### src/isu_pkg.sv
// Shared types, constants and helpers of the Ising spin update block.
`default_nettype none

package isu_pkg;

    localparam int unsigned ROWS_DEFAULT = 256;
    localparam int unsigned COLS_DEFAULT = 512;

    typedef enum logic [1:0] {
        KIND_LOAD_FIELD = 2'd0,
        KIND_LOAD_SPIN  = 2'd1,
        KIND_TRIAL      = 2'd2,
        KIND_READ_SPIN  = 2'd3
    } t_kind;

    localparam logic [1:0] REG_BETA     = 2'd0;
    localparam logic [1:0] REG_COUPLING = 2'd1;
    localparam logic [1:0] REG_GAIN     = 2'd2;

    localparam logic [15:0] BETA_RESET     = 16'd2048;
    localparam logic [15:0] COUPLING_RESET = 16'd4096;
    localparam logic [15:0] GAIN_RESET     = 16'd205;

    typedef struct packed {
        logic [15:0] beta;
        logic [15:0] coupling;
        logic [15:0] gain;
    } t_cfg;

    // log2(e) in Q.16, ln2 in Q.30, one in Q.30
    localparam logic [16:0] LOG2E_Q16 = 17'd94548;
    localparam logic [29:0] LN2_Q30   = 30'd744261118;
    localparam logic [30:0] ONE_Q30   = 31'h4000_0000;
    // floor(2^36/127)+1: exact quotient by 127 for values below 2^29
    localparam logic [29:0] RECIP_127 = 30'd541098243;
    // floor(2^32/k)+1 for k = 3 and 5
    localparam logic [31:0] RECIP_3   = 32'd1431655766;
    localparam logic [31:0] RECIP_5   = 32'd858993460;
    localparam logic [2:0]  EXP_TERMS = 3'd6;
    localparam logic [6:0]  SHIFT_LIMIT = 7'd31;

    typedef enum logic [2:0] {
        S_IDLE,
        S_WRITE,
        S_LOOK,
        S_REPLY,
        S_GATHER,
        S_GLAST,
        S_KICK,
        S_CALC
    } t_top_state;

    typedef enum logic [3:0] {
        A_IDLE,
        A_INNER,
        A_PROD,
        A_SCALE,
        A_SUM,
        A_DIV,
        A_ULN,
        A_HMUL,
        A_HDIV,
        A_THR
    } t_acc_state;

    // Reduce a 9-bit index modulo m by restoring subtraction of m shifted.
    function automatic logic [8:0] reduce_index(input logic [8:0] v, input int unsigned m);
        logic [21:0] acc;
        logic [21:0] step;
        acc = {13'd0, v};
        for (int s = 8; s >= 0; s--) begin
            step = 22'(m) << s;
            if (acc >= step) begin
                acc = acc - step;
            end
        end
        return acc[8:0];
    endfunction

endpackage

`default_nettype wire

### src/isu_cfg.sv
// APB register file holding beta, coupling and field gain.
`default_nettype none

module isu_cfg (
    input  wire logic        i_clk,
    input  wire logic        i_rst_n,
    input  wire logic        psel,
    input  wire logic        penable,
    input  wire logic        pwrite,
    input  wire logic [3:0]  paddr,
    input  wire logic [31:0] pwdata,
    output logic      [31:0] prdata,
    output logic             pready,
    output isu_pkg::t_cfg    o_cfg
);

    isu_pkg::t_cfg r_cfg;
    logic          wr_en;

    assign pready = 1'b1;
    assign wr_en  = psel && penable && pwrite;
    assign o_cfg  = r_cfg;

    always_ff @(posedge i_clk) begin
        if (!i_rst_n) begin
            r_cfg.beta     <= isu_pkg::BETA_RESET;
            r_cfg.coupling <= isu_pkg::COUPLING_RESET;
            r_cfg.gain     <= isu_pkg::GAIN_RESET;
        end else if (wr_en) begin
            unique case (paddr[3:2])
                isu_pkg::REG_BETA:     r_cfg.beta     <= pwdata[15:0];
                isu_pkg::REG_COUPLING: r_cfg.coupling <= pwdata[15:0];
                isu_pkg::REG_GAIN:     r_cfg.gain     <= pwdata[15:0];
                default: ;
            endcase
        end
    end

    always_comb begin
        unique case (paddr[3:2])
            isu_pkg::REG_BETA:     prdata = {16'd0, r_cfg.beta};
            isu_pkg::REG_COUPLING: prdata = {16'd0, r_cfg.coupling};
            isu_pkg::REG_GAIN:     prdata = {16'd0, r_cfg.gain};
            default:               prdata = '0;
        endcase
    end

endmodule

`default_nettype wire

### config.mk
export PLATFORM = sky130hd
export DESIGN_NAME = isu_cfg
export DESIGN_NICKNAME = d
export VERILOG_FILES = /design/src/isu_pkg.sv /design/src/isu_cfg.sv
export SDC_FILE = /design/constraint.sdc
export NUM_CORES = 1
export LEC_CHECK = 0
export CORE_ASPECT_RATIO = 1.4
export CORE_MARGIN = 1.5
export CORE_UTILIZATION = 67
export DETAILED_ROUTE_END_ITERATION = 6
export DONT_BUFFER_PORTS = 1
export PLACE_DENSITY = 0.83
export SLEW_MARGIN = 10
export SYNTH_ARGS = -nofsm -noshare
export SYNTH_HDL_FRONTEND = slang
export SYNTH_SLANG_ARGS = --single-unit
### constraint.sdc
create_clock -name i_clk -period 2 [get_ports i_clk]
set_input_delay 0.2 -clock i_clk [delete_from_list [all_inputs] [get_ports i_clk]]
set_output_delay 0.2 -clock i_clk [all_outputs]
set_load 0.01 [all_outputs]
* Yosys cells after proc, flatten, opt, wreduce, memory -nomap -nowiden
Cells that the tools add are included.
** Word-level totals
- Register bits after elaboration :: 48
- Input port bits :: 41
- Output and inout bits :: 81
- Logic and storage cells :: 12
** Operators by class
- Equal/unequal tests :: 2
- Multiplexer cells :: 1
- Reduce and logical (&&, ||, !) cells :: 6
** Operator list (count)
- case mux 16 bit (3 select lines) :: 1
- AND reduction 2 bit :: 3
- == test 2 x 1 -> 1 bit (second input constant) :: 1
- == test 2 bit (second input constant) :: 1
- logical AND 1 bit :: 2
- logical NOT 2 bit :: 1

* Depth between registers and ports, before layout
Gate-level depths: netlist of the first run.
- Depth in word-level cells :: 3
- Mapped depth :: 6
- Depth with buffers taken out :: 3

* Least setup slack after synthesis of the first run
OpenSTA, ideal clock, no wires.
- Kind :: input port to flip-flop
- From :: input paddr[3]
- To :: register r_cfg (netlist bit o_cfg[45])
- Setup time :: 0.072 ns
- Data arrival time :: 1.095 ns
- Required time :: 1.928 ns
- Slack :: 0.834 ns
- Stages on the path :: 4
- Buffers on the path :: 2
- Path through :: buf_4 > nor3_4 > buf_6 > mux2i_1
** On the way
- Longest elaborated chain between the ends :: 2
** Ends and longest elaborated chain
- start: declaration :: line isu_cfg.sv:10 : input wire logic [3:0] paddr,
- logical NOT 2 bit :: line isu_cfg.sv:30 : unique case (paddr[3:2])
- AND reduction 2 bit (no line)
- end: declaration :: line isu_cfg.sv:17 : isu_pkg::t_cfg r_cfg;
Every way passes these cells.
A chain may end at the register's enable or synchronous reset.

* Final worst setup path of the first run
- From :: register r_cfg (netlist bit o_cfg[27])
- To :: output prdata[11]
** On the way
- Longest elaborated chain between the ends :: 1
** Ends and longest elaborated chain
- case mux 16 bit (3 select lines) :: line isu_cfg.sv:40 : unique case (paddr[3:2])
- end: declaration :: line isu_cfg.sv:12 : output logic [31:0] prdata,
Every way passes these cells.

==> results.txt, run 1 <==
status - complete, no violations
# diodes - 0
Final HPWL DP - 3.15 mm
Routed Antenna Nets - 0
Hold EP - o_cfg[45]
Buf+Inv Stages, Crit Path - 0
Critical-path top delay cell - dfxtp_1
CP Cell Sequence - mux2i_1 > o21ai_0
startpoint types - flip-flop
share of cells above drive strength 1 - 8.33%
DRC viols - 0
worst-path maximum fanout - 3
Final Hold Fails - 0
Hold Path Class - primary input to flip-flop
Overall Global Routing Usage - 24.2%
routability-driven placement congestion ratio - 0.691
Final TNS setup - 0 ns
Sequential Power Share - 55.4%
Post-CTS Resized - 0
crit-path max cell delay - 0.45 ns
pwr/cell area - 748 nW/µm²
Setup-failing EPs final - 0
Tightest Pin Transition - 0.516 ns
Setup crit end kind - output pin
initial antenna violation count - 0
VDD IR max - 0.000526 V
FF+latch count, synth - 48
TritonCTS Buffers - 5
Die Height - 73.3 µm
Avg Vias per Cell - 5.62
fin. max-slew vios - 0
grt ovf - 0
Worst-Skew Late Latency - 0.30 ns
worst path arrival time - 1.21 ns
Syn Area/Cell - 9.10 µm²
Reg-to-Reg End - o_cfg[16]
Max Freq - 712 MHz
cells after synthesis - 260
fin crit period - 1.41 ns
critical hold path startpoint - i_rst_n
combinational share of power - 5.8%
Synth cell types - 19
Reg2Reg Depth - 2
pre-CTS WS - 0.693 ns
# IOs - 122
Rows - 25
DR vias - 1642
clk sinks - 48
final setup margin - 0.595 ns
DRT Wirelength - 4.67 mm
Seq/Total Area, Yosys - 40.6%
Crit path max-delay family - flip-flops
final worst path period share - 70.3%
DRT Pass-1 Iters - 4
first-pass GRT wire length - 7.02 mm
total power - 1.78 mW
critical path type - flip-flop to output pin
Leak Pwr - 0.944 nW
switching power - 402 µW
switching share of power - 22.6%
die area - 3900 µm²
area of the mapped netlist - 2360 µm²
R2R Setup Slk - 1.27 ns
internal power - 1.38 mW
total of max-cap violations - 0
Port Buf Inserts - 0
Core Util, Final - 70.5%
die width - 53.2 µm
max reg flops - 48
Req. time, crit path - 1.80 ns
Starting Density - 70.0%
nets@finish - 292
launch point of the worst reg-to-reg path - o_cfg[16]
1st-iter DRT viols - 34
largest net degree at the start of global routing - 63
Setup Skew - 0 ns
area of the core - 3380 µm²
clock network fraction of total power - 38.8%
CTS tree - yes
post-CTS setup buffers - 0
max_slew headroom - 65.5%
Longest Clk Path Bufs - 2
area delta synth->final - 0.688%
Root Driver - clkbuf_8
Cells on Worst Hold Path - 2
RSZ-0062 raised after global routing - no
Clk pin slew, worst setup/hold paths - 0.08 ns
H-Tree Depth - 2
Avg WL per Cell - 16.0 µm
vias in the first global route - 1583
Post-CTS Hold Buffers - 1
Syn. warnings - 0
[cell families after synthesis]
logic type / Yosys count / share of synthesized area [%]
buffers and inverters: 41 / 11.7
AND/OR/NAND/NOR: 89 / 16.3
other: 2 / 0.318
flip-flops: 48 / 40.6
multiplexers: 59 / 25.0
AO/OA/AOI/OAI: 21 / 6.03
[cells in the mapped netlist, drive strengths merged]
library cell	count	share of area, %
o21ai	16	3.4
nand3	6	1.3
clkbuf	8	1.3
nor3b	1	0.32
nor3	1	0.69
buf	28	9.6
and2	1	0.37
nand3b	1	0.32
conb	2	0.32
nand2	73	12
o211ai	5	2.6
dfxtp	48	41
inv	5	0.79
and3	1	0.48
mux2i	59	25
nor2b	5	1.3
[final cells by class]
class / instances / area (µm²)
clock inverters: 2 / 35.0
clock buffers: 6 / 72.6
flip-flops and latches: 48 / 961
well taps: 40 / 50.0
multi-input cells: 186 / 1190
fillers: 288 / 997
inverters: 5 / 18.8
repair buffers: 5 / 52.6
[worst max-delay path by stage]
stage / from / end / slack, ns / cells past startpoint
after floorplan: paddr[3] / o_cfg[45] / 0.83 / 4
after global placement: paddr[3] / prdata[14] / 0.71 / 4
after detailed placement: paddr[3] / o_cfg[13] / 0.69 / 3
after CTS: o_cfg[27] / prdata[11] / 0.60 / 2
after global routing: o_cfg[27] / prdata[11] / 0.57 / 2
final: o_cfg[27] / prdata[11] / 0.59 / 2
[metrics by stage]
step	area (µm²)	instances	hold slack (ns)
finish	2380	292	0.0377
detailed placement	2260	283	0.273
floorplan	2420	275	0.360
global route	2380	292	0.0370
CTS	2380	292	0.0375
global placement	2260	283	0.271
[power groups by stage]
stage               logic, mW  registers, mW  clock network, mW
global placement       0.0982           1.01                  0
global route            0.116          0.989              0.728
finish                  0.104          0.986              0.690
detailed placement      0.100           1.01                  0
CTS                     0.104          0.986              0.692
floorplan               0.146           1.01                  0
[layout by cell type, fill, tap and decap left out]
| master | count |
|---|---|
| clkbuf_1 | 1 |
| nand3_1 | 6 |
| nor3b_2 | 1 |
| inv_1 | 5 |
| conb_1 | 17 |
| and3_4 | 1 |
| clkbuf_8 | 5 |
| nand3b_1 | 1 |
| o211ai_2 | 5 |
| nand2_1 | 73 |
| dlygate4sd3_1 | 1 |
| o21ai_0 | 16 |
| buf_12 | 1 |
| mux2i_1 | 59 |
| nor2b_2 | 1 |
| buf_4 | 3 |
| clkinv_2 | 1 |
| nor2b_1 | 4 |
| and2_4 | 1 |
| nor3_4 | 1 |
| bufinv_16 | 1 |
| dfxtp_1 | 48 |
[routing by layer]
metal	GRT usage, %	vias to the layer above	part of all wire (%)
met5	0	-	0
met4	8.83	0	1.7
met3	7.52	9	7.3
met2	41.0	70	50
met1	27.9	756	41
li1	-	807	-
Note: power is estimated with default switching activity, not from simulation.
==> run 2, diff against run 1 <==
- CORE_UTILIZATION: 67 -> 56
- PLACE_DENSITY: 0.83 -> 0.74
- clock period: 2 -> 1.2 ns (I/O delays scaled with it)
==> run 2 against run 1 <==
Against the previous run:
- the flow now finishes with violations (DRC, hold timing, setup timing)
- clock power rose by 35%
- count of clock-buffer cells in the layout fell by 1
- combinational power increased by 84%
- total power grew 55%
==> results.txt, run 2 (same netlist as run 1, synthesis figures left out) <==
status - complete, but fails checks (was complete, no violations)
failing checks - DRC, hold timing, setup timing
max reg flops - 48 (unchanged)
Reg2Reg Depth - 3 (was 2)
DR vias - 1674 (was 1642)
Worst-Skew Late Latency - 0.29 ns (was 0.30 ns)
critical path type - primary input to flip-flop (was flip-flop to output pin)
Avg Vias per Cell - 5.49 (was 5.62)
Critical path origin - pwdata[12] (was o_cfg[27])
area of the core - 3990 µm² (was 3380 µm²)
most frequent cells in the layout - 73 x nand2_1, 59 x mux2i_1, 39 x dfxtp_1 (was 73 x nand2_1, 59 x mux2i_1, 48 x dfxtp_1)
Rows - 27 (was 25)
Avg WL per Cell - 15.3 µm (was 16.0 µm)
Final HPWL DP - 3.24 mm (was 3.15 mm)
initial antenna violation count - 0 (unchanged)
final setup margin - -0.00183 ns (was 0.595 ns)
Setup Skew - 0 ns (unchanged)
startpoint types - primary input (was flip-flop)
Clk pin slew, worst setup/hold paths - 0.09 ns (was 0.08 ns)
die width - 57.9 µm (was 53.2 µm)
Starting Density - 59.3% (was 70.0%)
post-CTS setup buffers - 0 (unchanged)
launch point of the worst reg-to-reg path - o_cfg[45] (was o_cfg[16])
Hold Path Class - primary input to flip-flop (unchanged)
R2R Setup Slk - 0.04 ns (was 1.27 ns)
# IOs - 122 (unchanged)
total power - 2.76 mW (was 1.78 mW)
H-Tree Depth - 2 (unchanged)
routability-driven placement congestion ratio - 0.739 (was 0.691)
Overall Global Routing Usage - 20.5% (was 24.2%)
placed insts - 292 (was 283)
1st-iter DRT viols - 69 (was 34)
VDD IR max - 0.000703 V (was 0.000526 V)
Buf+Inv Stages, Crit Path - 2 (was 0)
Longest Clk Path Bufs - 2 (unchanged)
Fill cells - 348 (was 288)
Die Height - 79.9 µm (was 73.3 µm)
final worst path period share - 100%
nets@finish - 302 (was 292)
CTS tree - yes (unchanged)
Routed Antenna Nets - 0 (unchanged)
worst path arrival time - 1.39 ns (was 1.21 ns)
Crit path max-delay family - buffers and inverters (was flip-flops)
Leak Pwr - 1.01 nW (was 0.944 nW)
share of cells above drive strength 1 - 19.8% (was 8.33%)
pwr/cell area - 1100 nW/µm² (was 748 nW/µm²)
largest net degree at the start of global routing - 67 (was 63)
fin crit period - 1.20 ns
grt ovf - 0 (unchanged)
Reg-to-Reg End - o_cfg[45] (was o_cfg[16])
Cells on Worst Hold Path - 1 (was 2)
Final TNS setup - -0.00183 ns (was 0 ns)
fin. max-slew vios - 0 (unchanged)
Final Hold Fails - 39 (was 0)
total of max-cap violations - 0 (unchanged)
first-pass GRT wire length - 7.30 mm (was 7.02 mm)
final std cells w/o fill - 305 (was 292)
die area - 4630 µm² (was 3900 µm²)
area delta synth->final - 6.19% (was 0.688%)
Register Area - 975 µm² (was 961 µm²)
Crit path top cell by count - dlygate4sd3_1
Req. time, crit path - 1.39 ns (was 1.80 ns)
Setup-failing EPs final - 1 (was 0)
TritonCTS Buffers - 5 (unchanged)
crit-path max cell delay - 0.56 ns (was 0.45 ns)
Max Freq - 832 MHz
worst-path maximum fanout - 2 (was 3)
vias in the first global route - 1580 (was 1583)
Port Buf Inserts - 0 (unchanged)
DRT Pass-1 Iters - 6 (was 4)
clk sinks - 48 (unchanged)
Multi-input gate area - 1250 µm² (was 1190 µm²)
Root Driver - clkbuf_8 (unchanged)
CP Cell Sequence - dlygate4sd3_1 > nand2_1 > mux2i_1 > dlygate4sd3_1 (was mux2i_1 > o21ai_0)
Setup crit end kind - flip-flop (was output pin)
Setup crit end - o_cfg[44] (was prdata[11])
commonest non-fill, non-tap cell in the layout - nand2_1 (unchanged)
RSZ-0062 raised after global routing - no (unchanged)
Final Hold Slack - -0.0954 ns (was 0.0377 ns)
# diodes - 0 (unchanged)
Levels on crit path - 4 (was 2)
DRC viols - 7 (was 0)
Critical-path top delay cell - dlygate4sd3_1 (was dfxtp_1)
DRT Wirelength - 4.68 mm (was 4.67 mm)
run 2: changes by cell type in the layout (fill, tap and decap cells not counted), sizes merged:
cell         previous run  this run
clkbuf                  6         5
bufinv                  1         0
clkinv                  1         3
dlygate4sd3             1         5
buf                     4        10
run 2: worst min path at each step:
stage	startpoint	endpoint	slack [ns]
4_1_cts	i_rst_n	o_cfg[2]	-0.12
5_1_grt	i_rst_n	o_cfg[7]	-0.13
3_3_place_gp	i_rst_n	o_cfg[2]	0.19
6_report	i_rst_n	o_cfg[7]	-0.1
2_1_floorplan	pwdata[0]	o_cfg[0]	0.28
3_5_place_dp	i_rst_n	o_cfg[6]	0.19
run 2: what timing repair did:
action,in CTS,in global routing
endpoints found under the setup margin,16,18
gates resized for setup,17,25
endpoints found under the hold margin,48,43
hold buffers,4,2
run 2: area by class of cell:
type,instances,area share [%]
multi-input cells,186,49.7
flip-flops and latches,48,38.8
repair buffers,15,5.13
clock buffers,5,2.74
well taps,43,2.14
clock inverters,3,0.747
inverters,5,0.747
run 2: metrics by stage:
step | util (%) | setup WS, ns | area (µm²)
6_report | 63.0 | -0.00183 | 2510
5_1_grt | 63.0 | 0.00155 | 2510
4_1_cts | 61.0 | 0.00415 | 2430
3_5_place_dp | 57.7 | 0.163 | 2300
3_3_place_gp | 57.7 | 0.183 | 2300
2_1_floorplan | - | 0.114 | 2420
run 2: worst reg2reg max path: stages, from the launching register on:
cell           delay (ns)
dfxtp_2              0.37
nand2_1              0.05
dlygate4sd3_1        0.55
mux2i_1              0.12
run 2: where the power goes:
group / internal (mW) / leakage, nW / switching, mW / total [mW]
Combinational: 0.0790 / 0.574 / 0.112 / 0.191
Clock: 0.407 / 0.0479 / 0.524 / 0.930
Sequential: 1.61 / 0.391 / 0.0291 / 1.64
run 2: routing by layer:
metal | vias up | part of all wire [%] | wire [µm] | global-route usage, %
met5 | - | 0 | 0 | 0
met4 | 0 | 1.3 | 63 | 7.67
met3 | 6 | 7.1 | 332 | 7.94
met2 | 67 | 50 | 2350 | 34.8
met1 | 772 | 41 | 1930 | 22.9
li1 | 829 | - | - | -
